<file path="src/hw/rtl/msie_ram.sv">
`default_nettype none
module msie_ram #(
  parameter int Width = 32,
  parameter int Depth = 32
) (
  input  wire                       clk_i,
  input  wire  [Width/8-1:0]        we_i,
  input  wire  [$clog2(Depth)-1:0]  waddr_i,
  input  wire  [Width-1:0]          wdata_i,
  input  wire                       re_i,
  input  wire  [$clog2(Depth)-1:0]  raddr_i,
  output logic [Width-1:0]          rdata_o
);

  localparam int NumBytes = Width / 8;

  logic [Width-1:0] mem_q [Depth];

  always_ff @(posedge clk_i) begin
    for (int i = 0; i < NumBytes; i++) begin
      if (we_i[i]) begin
        mem_q[waddr_i][8*i +: 8] <= wdata_i[8*i +: 8];
      end
    end
  end

  always_ff @(posedge clk_i) begin
    if (re_i) begin
      rdata_o <= mem_q[raddr_i];
    end
  end

endmodule
`default_nettype wire

</file>
<file path="config.mk">
export PLATFORM = sky130hd
export DESIGN_NAME = msie_ram
export DESIGN_NICKNAME = d
export VERILOG_FILES = /design/src/hw/rtl/msie_ram.sv
export SDC_FILE = /design/constraint.sdc
export NUM_CORES = 1
export LEC_CHECK = 0
export BUFFER_PORTS_ARGS = -buffer_cell sky130_fd_sc_hd__buf_2
export CAP_MARGIN = 20
export CORE_ASPECT_RATIO = 0.8
export CORE_MARGIN = 2
export CORE_UTILIZATION = 30
export CTS_BUF_LIST = sky130_fd_sc_hd__clkbuf_8
export CTS_CLUSTER_DIAMETER = 120
export DETAILED_ROUTE_END_ITERATION = 10
export PLACE_DENSITY = 0.44
export SYNTH_ARGS = -nofsm -noshare
export SYNTH_HDL_FRONTEND = slang
export SYNTH_SLANG_ARGS = --single-unit
export TNS_END_PERCENT = 50
</file>
<file path="constraint.sdc">
create_clock -name clk_i -period 1.5 [get_ports clk_i]
set_clock_uncertainty 0.15 [all_clocks]
set_input_delay 0.075 -clock clk_i [delete_from_list [all_inputs] [get_ports clk_i]]
set_output_delay 0.075 -clock clk_i [all_outputs]
set_load 0.01 [all_outputs]
</file>
==> metrics.md <==
| Metric | Value |
|---|---|
| Outcome | `finished with violations` |
| Violated checks | `negative setup slack` |
| Commonest non-fill, non-tap cell in the layout | `edfxtp_1` |
| Number of nets in the layout | `3015` |
| Initial Util | `between 30% and 40%` |
| Area growth syn-to-layout | `27.7%` |
| DRT Pass-1 Iters | `7` |
| Rows | `122` |
| Startpoint Class | `flip-flop` |
| Crit path cell chain | `buf_2` |
| Maximum VDD drop | `525 uV` |
| Ys Warns | `0` |
| Setup TNS | `-10.11 ns` |
| Combinational share of power | `between 7 and 8%` |
| Largest net degree at the start of global routing | `35` |
| Clk buf depth | `3` |
| GPL Wtd Cong | `0.828` |
| Number of setup buffers added after CTS | `0` |
| Flop pwr share | `a little over half` |
| Worst Path Max Fanout | `1` |
| Placeable Area | `138000 um2` |
| GRT overflow | `0` |
| Max transition margin | `around 47%` |
| Worst R2R Path Depth | `5` |
| Antenna violations before repair | `19` |
| Synthesized area | `roughly 42000 um2` |
| Clock transition at path regs | `0.06 ns` |
| CTS H-tree lvls | `4` |
| Starting DRC count in detailed routing | `roughly 2200` |
| Layout cell share with drive strength beyond 1 | `a little under a quarter` |
| Final core occ | `38.5%` |
| Gr usage total | `16.8%` |
| Crit. path cell count | `1` |
| WP buf/inv | `1` |
| Total power | `60.6 mW` |
| Period utilization | `122%` |
| Critical path's largest stage delay | `about 0.53 ns` |
| Pwr/cell area | `1140 nW/um2` |
| Die width | `about 420 um` |
| Avg Inst Size Synth | `17.3 um2` |
| Via count | `23400` |
| CTS tree | `built` |
| Gate Count Post-Synth | `2402` |
| # setup viols final | `approximately 130` |
| Unrepaired setup endpoints after global routing | `yes` |
| Maxcap violations | `0` |
| Number of global-route vias before repair | `23900` |
| Clock sinks | `roughly 1100` |
| Data required, critical path | `1.27 ns` |
| WL per Instance | `23.8 um` |
| Sequential-to-total area share from yosys stat | `between 70 and 80%` |
| Critical path endpoint category | `primary output` |
| Fin. Hold Viols | `0` |
| Internal power | `46.4 mW` |
| Worst hold slack | `0.0445 ns` |
| Commonest cells after routing, fill and taps aside | `edfxtp_1, mux2i_1, buf_4` |
| DRC | `0` |
| DPL Wire Length | `77.6 mm` |
| Switch share | `23.4%` |
| First-pass GRT wire length | `~170 mm` |
| Top delay family on crit path | `flip-flops` |
| I/O Buffers | `79` |
| Post-synth cell types | `23` |
| Final ANT Viol Nets | `0` |
| Final count of pins violating max slew | `0` |
| WL final | `118 mm` |
| Clk Latency, worst-skew pair | `approximately 0.90 ns` |
| Post-synth net total | `2450` |
| Setup CP Type | `flip-flop to primary output` |
| Vias per inst | `between 4 and 5` |
| Root Driver | `clkbuf_8` |
| #FFs+latches synth | `1056` |
| Die Footprint | `142000 um2` |
| CTS Buf Count | `167` |
| Post-route minimum period | `1.84 ns` |
| Clock power frac | `approximately two fifths` |
| Die Y | `337 um` |
| I/O Pins | `80` |
| Leakage power | `between 15 and 20 nW` |
| Sw power | `14.2 mW` |
| Worst min path class | `input pin to flip-flop` |
| Hold Path Stages | `6` |
| Min setup slack post-route | `-0.336 ns` |
| Fmax | `around 0.54 GHz` |
| Slew of the pin with the lowest slew margin | `0.795 ns` |
| Arr. time, crit path | `1.61 ns` |
| Max stage delay cell, worst path | `edfxtp_1` |
[path summary, 6_finish.rpt]
| kind | start | end | slack (ns) |
|---|---|---|---|
| max | rdata_o[13] | rdata_o[13] | -0.34 |
| min | waddr_i[4] | mem_q[8][8] | 0.04 |
| max reg2reg | mem_q[0][1] | rdata_o[1] | -0.11 |
| min reg2reg | mem_q[10][6] | rdata_o[6] | 0.51 |
[state kept, by name (all words and copies together) (netlist names)]
signal,flops
rdata_o,32
mem_q,1024
[cell families (layout without fill, tap and decap cells)]
group	Yosys count	after routing	share of synthesized area [%]
buf+inv	141	831	1.94
other cells	0	8	0
compound gates	288	288	4.71
simple gates	405	405	4.92
mux	512	512	12.3
flops	1056	1056	76.1
[repair_timing]
item	4_1_cts	5_1_grt
cloned	0	0
setup endpoints to repair	60	356
pin swaps	26	47
endpoints found under the hold margin	2111	0
resized for setup	25	81
hold buffers	82	0
[area by class of cell]
class                      count  area (um2)
fill                       12700       85000
sequential                  1056       31700
multi-input combinational   1205        9570
timing repair buffer         537        6480
tap                         1860        2330
clock buffer                 168        2310
clock inverter               126         756
antenna                        8        20.0
[layer usage]
layer	GRT usage [%]	vias to the layer above	wire, um
met5	0	-	26
met4	4.83	4	2320
met3	3.54	133	7100
met2	24.2	654	50900
met1	25.2	12100	57900
li1	-	10600	-
[power by group through the flow]
| stage | Sequential [mW] | Combinational, mW | Clock (mW) |
|---|---|---|---|
| final | 33.1 | 4.36 | 23.1 |
| after detailed placement | 33.7 | 4.07 | 0 |
| after global placement | 33.7 | 4.02 | 0 |
| after global routing | 33.1 | 4.67 | 25.2 |
| after CTS | 33.1 | 4.32 | 23.9 |
| after floorplan | 33.7 | 1.79 | 0 |
[cell usage after synthesis]
master    number  area [um2]
nor2_1        34         128
buf_4         32         240
nand3b_1       3        22.5
a22o_1        64         561
nor2b_1        2        12.5
nand2b_1       4        25.0
nand3_1       97         485
buf_2         31         155
a22oi_1       96         721
or2_2          2        12.5
a31oi_1       32         200
and2_1       129         807
edfxtp_1    1056       31700
buf_6         15         169
nand2_1       99         372
nor3_1        32         160
clkbuf_1      57         214
or3b_2         2        17.5
or3_1          1        6.26
mux2i_1      512        5120
a21oi_1       96         480
clkbuf_4       2        15.0
buf_1          4        15.0
[per-stage QoR]
| stage | cell area (um2) | cells | worst slack [ns] |
|---|---|---|---|
| 3_5_place_dp | 48800 | 4581 | -0.692 |
| 4_1_cts | 52800 | 4956 | -0.489 |
| 2_1_floorplan | 41800 | 2402 | 0.0144 |
| 5_1_grt | 53200 | 4959 | -0.424 |
| 3_3_place_gp | 48800 | 4581 | -0.673 |
| 6_report | 53200 | 4960 | -0.336 |
No activity file was read; power rests on OpenSTA's default activity.
